**src/rtl/i2cm_pkg.sv**
```systemverilog
// Package for the I2C bus master core: command codes, sequencer phases,
// counter sizing and the SDA drive helper. No dependencies.
`default_nettype none

package i2cm_pkg;

    localparam int COUNT_WIDTH = 16;
    localparam int CFG_WIDTH   = 16;
    localparam int LEN_WIDTH   = (COUNT_WIDTH > CFG_WIDTH) ? COUNT_WIDTH : CFG_WIDTH;

    localparam logic [CFG_WIDTH-1:0] HALF_PERIOD_RESET = CFG_WIDTH'(250);

    localparam logic [3:0] BIT_LAST_DATA = 4'd7;
    localparam logic [3:0] BIT_ACK       = 4'd8;

    typedef enum logic [2:0] {
        CMD_NONE  = 3'd0,
        CMD_START = 3'd1,
        CMD_STOP  = 3'd2,
        CMD_WRITE = 3'd3,
        CMD_READ  = 3'd4
    } cmd_t;

    typedef enum logic [3:0] {
        PH_IDLE      = 4'd0,
        PH_RS_SETUP  = 4'd1,
        PH_RS_WAIT   = 4'd2,
        PH_RS_HOLD   = 4'd3,
        PH_ST_HOLD   = 4'd4,
        PH_SP_SETUP  = 4'd5,
        PH_SP_WAIT   = 4'd6,
        PH_SP_HOLD   = 4'd7,
        PH_SP_TAIL   = 4'd8,
        PH_BIT_SETUP = 4'd9,
        PH_BIT_WAIT  = 4'd10,
        PH_BIT_HIGH  = 4'd11
    } phase_t;

    // SDA pull-down for the current bit: data bits on a write, the
    // acknowledge bit on a read, released otherwise.
    function automatic logic bit_drive(input logic is_write, input logic [3:0] bit_count,
                                       input logic msb, input logic nack);
        logic data_bit;
        data_bit = (bit_count < BIT_ACK);
        if (is_write)
        begin
            return data_bit ? ~msb : 1'b0;
        end
        return data_bit ? 1'b0 : ~nack;
    endfunction

endpackage

`default_nettype wire

```
**src/rtl/i2cm_if.sv**
```systemverilog
// Handshake interfaces for the I2C bus master core: the tick channel in
// and the result channel out. Uses no package.
`default_nettype none

interface i2cm_req_if;
    logic       valid;
    logic       ready;
    logic [2:0] cmd;
    logic [7:0] write_data;
    logic       send_nack;
    logic       scl_in;
    logic       sda_in;

    modport source (output valid, cmd, write_data, send_nack, scl_in, sda_in, input ready);
    modport sink (input valid, cmd, write_data, send_nack, scl_in, sda_in, output ready);
endinterface

interface i2cm_rsp_if;
    logic       valid;
    logic       ready;
    logic       scl_pull_low;
    logic       sda_pull_low;
    logic       busy_res;
    logic       done_res;
    logic [7:0] read_data;
    logic       nack_seen;
    logic       bus_started;

    modport source (output valid, scl_pull_low, sda_pull_low, busy_res, done_res,
                    read_data, nack_seen, bus_started, input ready);
    modport sink (input valid, scl_pull_low, sda_pull_low, busy_res, done_res,
                  read_data, nack_seen, bus_started, output ready);
endinterface

`default_nettype wire

```
**src/rtl/i2c_bus_master_core.sv**
```systemverilog
// Top level of the I2C bus master core: input register, bus sequencer and
// result register. Depends on i2cm_pkg and the interfaces in i2cm_if.sv.
//
// Each transaction on req is one bus tick carrying a command and the sampled
// SCL and SDA levels; each produces exactly one transaction on rsp with the
// pin drives and status after that tick. The core takes one transaction per
// clock cycle while rsp.ready does not stall it: a tick is held in the input
// register, the sequencer state advances, and the outcome sits in the result
// register. Every half SCL period lasts half_period_reg ticks (zero counts as
// one), and the core waits without limit for SCL to read high.
`default_nettype none

module i2c_bus_master_core (
    input  wire logic                           clk,
    input  wire logic                           rst_n,
    input  wire logic                           cfg_we,
    input  wire logic [i2cm_pkg::CFG_WIDTH-1:0] cfg_wdata,
    i2cm_req_if.sink                            req,
    i2cm_rsp_if.source                          rsp
);

    localparam int CW = i2cm_pkg::COUNT_WIDTH;
    localparam int LW = i2cm_pkg::LEN_WIDTH;

    logic [i2cm_pkg::CFG_WIDTH-1:0] half_period_reg;

    logic       ivld_reg;
    logic [2:0] icmd_reg;
    logic [7:0] iwdata_reg;
    logic       inack_reg;
    logic       iscl_reg;
    logic       isda_reg;

    i2cm_pkg::phase_t phase_reg, phase_next;
    logic [3:0]    bit_count_reg, bit_count_next;
    logic [7:0]    shift_reg, shift_next;
    logic [CW-1:0] tick_reg, tick_next;
    logic          started_reg, started_next;
    logic          ack_reg, ack_next;
    logic          scl_drive_reg, scl_drive_next;
    logic          sda_drive_reg, sda_drive_next;
    logic          is_write_reg, is_write_next;
    logic          nack_send_reg, nack_send_next;
    logic [7:0]    rx_byte_reg, rx_byte_next;
    logic          done_next;

    logic       ovld_reg;
    logic       oscl_reg;
    logic       osda_reg;
    logic       obusy_reg;
    logic       odone_reg;
    logic [7:0] ordata_reg;
    logic       onack_reg;
    logic       ostarted_reg;

    logic          adv;
    logic [LW-1:0] hp_ext;
    logic [LW-1:0] mask_ext;
    logic [CW-1:0] delay_len;
    logic [CW-1:0] tick_inc;
    logic          delay_end;
    logic [CW-1:0] tick_after_delay;
    logic [7:0]    shift_hi;
    logic [3:0]    bit_inc;

    assign adv       = ivld_reg && (!ovld_reg || rsp.ready);
    assign req.ready = !ivld_reg || adv;

    always_comb
    begin
        hp_ext   = LW'(half_period_reg);
        mask_ext = LW'({CW{1'b1}});
        if (half_period_reg == '0)
        begin
            delay_len = CW'(1);
        end
        else if (hp_ext > mask_ext)
        begin
            delay_len = {CW{1'b1}};
        end
        else
        begin
            delay_len = hp_ext[CW-1:0];
        end
    end

    assign tick_inc         = tick_reg + CW'(1);
    assign delay_end        = (tick_inc >= delay_len) || (tick_inc == '0);
    assign tick_after_delay = delay_end ? '0 : tick_inc;
    assign bit_inc          = bit_count_reg + 4'd1;

    always_comb
    begin
        phase_next     = phase_reg;
        bit_count_next = bit_count_reg;
        shift_next     = shift_reg;
        tick_next      = tick_reg;
        started_next   = started_reg;
        ack_next       = ack_reg;
        scl_drive_next = scl_drive_reg;
        sda_drive_next = sda_drive_reg;
        is_write_next  = is_write_reg;
        nack_send_next = nack_send_reg;
        rx_byte_next   = rx_byte_reg;
        done_next      = 1'b0;
        shift_hi       = shift_reg;

        case (phase_reg)
            i2cm_pkg::PH_IDLE:
            begin
                tick_next = '0;
                if (icmd_reg == i2cm_pkg::CMD_START)
                begin
                    if (started_reg)
                    begin
                        sda_drive_next = 1'b0;
                        phase_next     = i2cm_pkg::PH_RS_SETUP;
                    end
                    else
                    begin
                        sda_drive_next = 1'b1;
                        phase_next     = i2cm_pkg::PH_ST_HOLD;
                    end
                end
                else if (icmd_reg == i2cm_pkg::CMD_STOP)
                begin
                    sda_drive_next = 1'b1;
                    phase_next     = i2cm_pkg::PH_SP_SETUP;
                end
                else if (icmd_reg == i2cm_pkg::CMD_WRITE || icmd_reg == i2cm_pkg::CMD_READ)
                begin
                    is_write_next  = (icmd_reg == i2cm_pkg::CMD_WRITE);
                    shift_next     = is_write_next ? iwdata_reg : 8'd0;
                    nack_send_next = inack_reg;
                    bit_count_next = 4'd0;
                    sda_drive_next = i2cm_pkg::bit_drive(is_write_next, 4'd0,
                                                         shift_next[7], inack_reg);
                    phase_next     = i2cm_pkg::PH_BIT_SETUP;
                end
            end
            i2cm_pkg::PH_RS_SETUP, i2cm_pkg::PH_SP_SETUP, i2cm_pkg::PH_BIT_SETUP:
            begin
                tick_next = tick_after_delay;
                if (delay_end)
                begin
                    scl_drive_next = 1'b0;
                    case (phase_reg)
                        i2cm_pkg::PH_RS_SETUP: phase_next = i2cm_pkg::PH_RS_WAIT;
                        i2cm_pkg::PH_SP_SETUP: phase_next = i2cm_pkg::PH_SP_WAIT;
                        default:               phase_next = i2cm_pkg::PH_BIT_WAIT;
                    endcase
                end
            end
            i2cm_pkg::PH_RS_WAIT, i2cm_pkg::PH_SP_WAIT, i2cm_pkg::PH_BIT_WAIT:
            begin
                if (iscl_reg)
                begin
                    tick_next = '0;
                    case (phase_reg)
                        i2cm_pkg::PH_RS_WAIT: phase_next = i2cm_pkg::PH_RS_HOLD;
                        i2cm_pkg::PH_SP_WAIT: phase_next = i2cm_pkg::PH_SP_HOLD;
                        default:              phase_next = i2cm_pkg::PH_BIT_HIGH;
                    endcase
                end
            end
            i2cm_pkg::PH_RS_HOLD:
            begin
                tick_next = tick_after_delay;
                if (delay_end)
                begin
                    sda_drive_next = 1'b1;
                    phase_next     = i2cm_pkg::PH_ST_HOLD;
                end
            end
            i2cm_pkg::PH_ST_HOLD:
            begin
                tick_next = tick_after_delay;
                if (delay_end)
                begin
                    scl_drive_next = 1'b1;
                    started_next   = 1'b1;
                    done_next      = 1'b1;
                    phase_next     = i2cm_pkg::PH_IDLE;
                end
            end
            i2cm_pkg::PH_SP_HOLD:
            begin
                tick_next = tick_after_delay;
                if (delay_end)
                begin
                    sda_drive_next = 1'b0;
                    phase_next     = i2cm_pkg::PH_SP_TAIL;
                end
            end
            i2cm_pkg::PH_SP_TAIL:
            begin
                tick_next = tick_after_delay;
                if (delay_end)
                begin
                    started_next = 1'b0;
                    done_next    = 1'b1;
                    phase_next   = i2cm_pkg::PH_IDLE;
                end
            end
            i2cm_pkg::PH_BIT_HIGH:
            begin
                tick_next = tick_after_delay;
                if (delay_end)
                begin
                    if (is_write_reg)
                    begin
                        if (bit_count_reg < i2cm_pkg::BIT_ACK)
                        begin
                            shift_hi = {shift_reg[6:0], 1'b0};
                        end
                        else
                        begin
                            ack_next = isda_reg;
                        end
                    end
                    else if (bit_count_reg < i2cm_pkg::BIT_ACK)
                    begin
                        shift_hi = {shift_reg[6:0], isda_reg};
                        if (bit_count_reg == i2cm_pkg::BIT_LAST_DATA)
                        begin
                            rx_byte_next = shift_hi;
                        end
                    end
                    shift_next     = shift_hi;
                    scl_drive_next = 1'b1;
                    if (bit_inc > i2cm_pkg::BIT_ACK)
                    begin
                        bit_count_next = 4'd0;
                        done_next      = 1'b1;
                        phase_next     = i2cm_pkg::PH_IDLE;
                    end
                    else
                    begin
                        bit_count_next = bit_inc;
                        sda_drive_next = i2cm_pkg::bit_drive(is_write_reg, bit_inc,
                                                             shift_hi[7], nack_send_reg);
                        phase_next     = i2cm_pkg::PH_BIT_SETUP;
                    end
                end
            end
            default:
            begin
                phase_next = i2cm_pkg::PH_IDLE;
            end
        endcase
    end

    always_ff @(posedge clk or negedge rst_n)
    begin
        if (!rst_n)
        begin
            half_period_reg <= i2cm_pkg::HALF_PERIOD_RESET;
        end
        else if (cfg_we)
        begin
            half_period_reg <= cfg_wdata;
        end
    end

    always_ff @(posedge clk or negedge rst_n)
    begin
        if (!rst_n)
        begin
            ivld_reg <= 1'b0;
            ovld_reg <= 1'b0;
        end
        else
        begin
            if (req.ready)
            begin
                ivld_reg <= req.valid;
            end
            if (adv)
            begin
                ovld_reg <= 1'b1;
            end
            else if (rsp.ready)
            begin
                ovld_reg <= 1'b0;
            end
        end
    end

    always_ff @(posedge clk)
    begin
        if (req.valid && req.ready)
        begin
            icmd_reg   <= req.cmd;
            iwdata_reg <= req.write_data;
            inack_reg  <= req.send_nack;
            iscl_reg   <= req.scl_in;
            isda_reg   <= req.sda_in;
        end
        if (adv)
        begin
            oscl_reg     <= scl_drive_next;
            osda_reg     <= sda_drive_next;
            obusy_reg    <= (phase_next != i2cm_pkg::PH_IDLE);
            odone_reg    <= done_next;
            ordata_reg   <= rx_byte_next;
            onack_reg    <= ack_next;
            ostarted_reg <= started_next;
        end
    end

    always_ff @(posedge clk or negedge rst_n)
    begin
        if (!rst_n)
        begin
            phase_reg     <= i2cm_pkg::PH_IDLE;
            bit_count_reg <= 4'd0;
            shift_reg     <= 8'd0;
            tick_reg      <= '0;
            started_reg   <= 1'b0;
            ack_reg       <= 1'b0;
            scl_drive_reg <= 1'b0;
            sda_drive_reg <= 1'b0;
            is_write_reg  <= 1'b0;
            nack_send_reg <= 1'b0;
            rx_byte_reg   <= 8'd0;
        end
        else if (adv)
        begin
            phase_reg     <= phase_next;
            bit_count_reg <= bit_count_next;
            shift_reg     <= shift_next;
            tick_reg      <= tick_next;
            started_reg   <= started_next;
            ack_reg       <= ack_next;
            scl_drive_reg <= scl_drive_next;
            sda_drive_reg <= sda_drive_next;
            is_write_reg  <= is_write_next;
            nack_send_reg <= nack_send_next;
            rx_byte_reg   <= rx_byte_next;
        end
    end

    assign rsp.valid        = ovld_reg;
    assign rsp.scl_pull_low = oscl_reg;
    assign rsp.sda_pull_low = osda_reg;
    assign rsp.busy_res     = obusy_reg;
    assign rsp.done_res     = odone_reg;
    assign rsp.read_data    = ordata_reg;
    assign rsp.nack_seen    = onack_reg;
    assign rsp.bus_started  = ostarted_reg;

`ifndef ASSERT_OFF
    a_done_not_busy: assert property (@(posedge clk) disable iff (!rst_n)
        (rsp.valid && rsp.done_res) |-> !rsp.busy_res)
        else $error("completed command still reported busy");

    a_started_on_done: assert property (@(posedge clk) disable iff (!rst_n)
        (adv && (started_next != started_reg)) |-> done_next)
        else $error("bus started flag changed without a completed command");

    a_idle_tick_clear: assert property (@(posedge clk) disable iff (!rst_n)
        (phase_reg == i2cm_pkg::PH_IDLE) |-> (tick_reg == '0))
        else $error("tick counter not cleared in idle");

    a_bit_count_range: assert property (@(posedge clk) disable iff (!rst_n)
        bit_count_reg <= i2cm_pkg::BIT_ACK)
        else $error("bit counter beyond acknowledge bit");

    a_stall_holds_state: assert property (@(posedge clk) disable iff (!rst_n)
        !adv |=> ($stable(phase_reg) && $stable(tick_reg) && $stable(bit_count_reg)))
        else $error("sequencer state moved without a transaction");
`endif

endmodule

`default_nettype wire
```
**src/flat_wrapper.sv**
```systemverilog
// flat-port wrapper written by rule: the top's interface ports become plain ports
module i2c_bus_master_core_flat 
  (clk, rst_n, cfg_we, cfg_wdata, req_valid, req_cmd, req_write_data, req_send_nack, req_scl_in, req_sda_in, req_ready, rsp_valid, rsp_scl_pull_low, rsp_sda_pull_low, rsp_busy_res, rsp_done_res, rsp_read_data, rsp_nack_seen, rsp_bus_started, rsp_ready);
  i2cm_req_if req_i ();
  i2cm_rsp_if rsp_i ();
  input  wire logic clk;
  input  wire logic rst_n;
  input  wire logic cfg_we;
  input  wire logic [i2cm_pkg::CFG_WIDTH-1:0] cfg_wdata;
  input wire logic [$bits(req_i.valid)-1:0] req_valid;
  input wire logic [$bits(req_i.cmd)-1:0] req_cmd;
  input wire logic [$bits(req_i.write_data)-1:0] req_write_data;
  input wire logic [$bits(req_i.send_nack)-1:0] req_send_nack;
  input wire logic [$bits(req_i.scl_in)-1:0] req_scl_in;
  input wire logic [$bits(req_i.sda_in)-1:0] req_sda_in;
  output wire logic [$bits(req_i.ready)-1:0] req_ready;
  output wire logic [$bits(rsp_i.valid)-1:0] rsp_valid;
  output wire logic [$bits(rsp_i.scl_pull_low)-1:0] rsp_scl_pull_low;
  output wire logic [$bits(rsp_i.sda_pull_low)-1:0] rsp_sda_pull_low;
  output wire logic [$bits(rsp_i.busy_res)-1:0] rsp_busy_res;
  output wire logic [$bits(rsp_i.done_res)-1:0] rsp_done_res;
  output wire logic [$bits(rsp_i.read_data)-1:0] rsp_read_data;
  output wire logic [$bits(rsp_i.nack_seen)-1:0] rsp_nack_seen;
  output wire logic [$bits(rsp_i.bus_started)-1:0] rsp_bus_started;
  input wire logic [$bits(rsp_i.ready)-1:0] rsp_ready;
  assign req_i.valid = req_valid;
  assign req_i.cmd = req_cmd;
  assign req_i.write_data = req_write_data;
  assign req_i.send_nack = req_send_nack;
  assign req_i.scl_in = req_scl_in;
  assign req_i.sda_in = req_sda_in;
  assign req_ready = req_i.ready;
  assign rsp_valid = rsp_i.valid;
  assign rsp_scl_pull_low = rsp_i.scl_pull_low;
  assign rsp_sda_pull_low = rsp_i.sda_pull_low;
  assign rsp_busy_res = rsp_i.busy_res;
  assign rsp_done_res = rsp_i.done_res;
  assign rsp_read_data = rsp_i.read_data;
  assign rsp_nack_seen = rsp_i.nack_seen;
  assign rsp_bus_started = rsp_i.bus_started;
  assign rsp_i.ready = rsp_ready;
  i2c_bus_master_core u_core (.clk(clk), .rst_n(rst_n), .cfg_we(cfg_we), .cfg_wdata(cfg_wdata), .req(req_i), .rsp(rsp_i));
endmodule
```
**config.mk**
```make
export PLATFORM = sky130hd
export DESIGN_NAME = i2c_bus_master_core_flat
export DESIGN_NICKNAME = d
export VERILOG_FILES = /design/src/rtl/i2cm_pkg.sv /design/src/rtl/i2cm_if.sv /design/src/rtl/i2c_bus_master_core.sv /design/src/flat_wrapper.sv
export SDC_FILE = /design/constraint.sdc
export NUM_CORES = 1
export LEC_CHECK = 0
export BUFFER_PORTS_ARGS = -buffer_cell sky130_fd_sc_hd__buf_4
export CORE_UTILIZATION = 40
export DETAILED_ROUTE_END_ITERATION = 8
export PLACE_DENSITY = 0.59
export SYNTH_ARGS = -nofsm -noshare
export SYNTH_HDL_FRONTEND = slang
export SYNTH_SLANG_ARGS = --single-unit
export TNS_END_PERCENT = 10
```
**constraint.sdc**
```tcl
create_clock -name clk -period 10.75 [get_ports clk]
set_clock_uncertainty 0.2 [all_clocks]
set_input_delay 2.6875 -clock clk [delete_from_list [all_inputs] [get_ports clk]]
set_output_delay 2.6875 -clock clk [all_outputs]
set_load 0.01 [all_outputs]
```
==> flow_summary_export.csv <==
group,metric,value,unit
power,power.internal,0.721,mW
outcome,status,"finished, final reports clean",
min_path,min_from,"u_core.rx_byte_reg[6]",
min_path,hold_end,"u_core.rx_byte_reg[6]",
global_route,grt_first_pass_wirelength,18400,µm
worst_setup_path,cp_slowest_cell,"nand3b_1",
die,die_y,113,µm
finish,layout_commonest_cell,"dfrtp_1",
placement,hpwl,8140,µm
clock_tree,cts_resized,0,
clock_tree,clock-root-buffer,"clkbuf_16",
worst_setup_path,r2r_end,"u_core.tick_reg[6]",
finish,multi_input_area,2330,µm²
placement,portBuffers,50,
sta,finalSetupViolCount,0,
worst_setup_path,worstPathCellList,"buf_4 -> nand3b_1 -> buf_4",
route,wl_met2,5270,µm
placement,gp_congestion,0.848,
die,core,12100,µm²
finish,antenna_cells,0,
die,die_area,12900,µm²
worst_setup_path,crit_fanout,3,
clock_tree,cts_tree,"yes",
sta,fin_crit,6.03,ns
power,p_sw_share,30.7,%
global_route,grt_pass1_vias,3678,
sta,rsz0062_at_grt,"false",
sta,slew_headroom,18.2,%
clock_tree,cts_setup_buffers,0,
synthesis,synthArstFlopShare,69.6,%
global_route,track_usage,18.5,%
synthesis,synth_fp_nets,525,
die,ios,51,
route,top_layer_used,"met4",
synthesis,synth-seq-cells,92,
worst_setup_path,cp_common_cell,"buf_4",
finish,layout.nets,566,
clock_tree,clock_sinks,92,
route,vias,3815,
synthesis,ys.flop_type,"dfrtp_1",
worst_setup_path,endpoint_kind,"primary output",
route,wl_per_cell,16.4,µm
worst_setup_path,r2r_slack,5.69,ns
power,power_per_cell_area,179,nW/µm²
route,dr.pass1.iters,5,
synthesis,avgSynthCellArea,10.5,µm²
worst_setup_path,r2r_cells,13,
die,chipWidth,113,µm
synthesis,synthCells,472,
power,p_clk_share,34.5,%
sta,fin_crit_sh,56.1,%
synthesis,ys_types,69,
route,antenna_left,0,
power,ir_drop,0.000103,V
worst_setup_path,worstSetupPathType,"in -> out",
synthesis,seq_area_frac_synth,49.3,%
min_path,hold_path_class,"reg -> reg",
sta,fmax,0.166,GHz
min_path,worstHoldPathCells,1,
flow_run,cap_violations,0,
route,wirelength,11300,µm
worst_setup_path,r2r-start,"u_core.tick_reg[0]",
power,combPwrFrac,21.2,%
route,routed-wl-met3,482,µm
worst_setup_path,worstPathArrival,3.14,ns
global_route,antenna_found_initial,0,
synthesis,syn_area,4970,µm²
finish,drive_above_1_share,22.6,%
clock_tree,clk_pin_slew,0.06,ns
route,m1WireLength,5410,µm
worst_setup_path,worstPathRequired,7.86,ns
clock_tree,clock_latency,0.35,ns
clock_tree,cts_buffers,9,
clock_tree,cts_hold_buf,0,
sta,finalHoldViolCount,0,
finish,nFillCells,1097,
sta,worst_pin_slew,1.22,ns
clock_tree,clockBufferDepth,2,
route,drt_iter0_markers,252,
global_route,grt_max_degree,65,
synthesis,synth_edf_count,28,
global_route,grt_overflow,0,
power,total_power,1.04,mW
power,leakage,2.56,nW
worst_setup_path,crit_path_start,"rsp_ready",
worst_setup_path,cp-start-kind,"input pin",
power,switching_power,0.320,mW
die,placementRows,40,
finish,final_cell_mix,"58 x dfrtp_1, 51 x buf_4, 47 x nand2_1, 35 x o21ai_0, 30 x mux2_2",
clock_tree,cts_max_level,3,
die,start_util,41.2,%
route,drc,0,
synthesis,ys.warnings.count,0,
finish,area_growth,17.0,%
power,seqPwrFrac,44.3,%
finish,sequential_cell_area,2450,µm²
route,drt-vias-per-instance,5.56,
sta,totalNegativeSetupSlack,0,ns
sta,drv_slew,0,
worst_setup_path,max_stage_delay,0.18,ns
[critical path, delay by kind of cell]
family,cells,cell delay [ns]
buffers and inverters,2,0.28
AND/OR/NAND/NOR,1,0.18
[final cells by class]
class	instances	area share, %
Multi-Input combinational cell	332	40.1
Tap cell	168	3.62
Clock inverter	7	1.98
Timing Repair Buffer	51	6.59
Sequential cell	92	42.1
Inverter	27	1.74
Clock buffer	9	3.87
[worst max-delay path by stage]
stage | to
after global routing | req_ready
after global placement | req_ready
after CTS | req_ready
after detailed placement | req_ready
final | req_ready
after floorplan | req_ready
[routing by layer]
metal / track usage (%) / up-vias
met3: 4.36 / 14
met2: 29.7 / 102
met5: 0 / -
met1: 25.2 / 1872
li1: - / 1827
met4: 4.82 / 0
[power by group through the flow]
stage	logic, mW	registers (mW)	clock network [mW]
2_1_floorplan	0.179	0.434	0
3_3_place_gp	0.215	0.464	0
3_5_place_dp	0.221	0.466	0
4_1_cts	0.222	0.460	0.367
5_1_grt	0.247	0.465	0.380
6_report	0.221	0.461	0.360
[cells in the mapped netlist (all sizes together), types with 2 or more instances]
cell     count  share of area (%)
dfstp        6                3.2
inv         27                2.0
buf          5               0.48
mux2i        3               0.60
nand2b       6               0.76
a221o        2               0.40
nand3       14                1.6
and4         2               0.40
a31oi        8                1.0
xor2        11                1.9
o31ai        2               0.30
o211ai       2               0.30
a21o         2               0.30
o21ai       37                4.0
o22ai        2               0.25
and2         5               0.65
nor4b        3               0.53
a211o        2               0.35
clkbuf      16                1.3
a21oi       15                1.6
nand2       49                3.8
a211oi       5                1.0
edfxtp      28                 17
nand4        6                1.1
a221oi       2               0.48
ha          18                4.5
dfrtp       58                 29
o2bb2ai      4               0.83
nor4        13                1.6
nor2        28                2.1
mux2        30                6.8
nor3        11                1.2
xnor2        6                1.1
and3         5               0.63
o21bai       2               0.30
a22o        18                3.2
[stage by stage]
| step | area, µm² | cells | utilization (%) | setup WS [ns] | hold slack [ns] |
|---|---|---|---|---|---|
| after global placement | 5470 | 670 | 45.4 | 4.74 | 0.282 |
| after floorplan | 4970 | 472 | - | 4.97 | 0.255 |
| after CTS | 5810 | 686 | 48.2 | 4.72 | 0.305 |
| final | 5810 | 686 | 48.2 | 4.72 | 0.302 |
| after detailed placement | 5470 | 670 | 45.4 | 4.72 | 0.289 |
| after global routing | 5810 | 686 | 48.2 | 4.67 | 0.322 |
[cell families after synthesis]
family          count (synthesis)  share of synthesized area [%]
compound gates                117                           16.9
xor+xnor                       17                           3.00
fa+ha+maj                      18                           4.53
buf+inv                        48                           3.80
flops                          92                           49.3
mux                            33                           7.41
simple gates                  147                           15.1
Note: power is estimated with default switching activity, not from simulation.
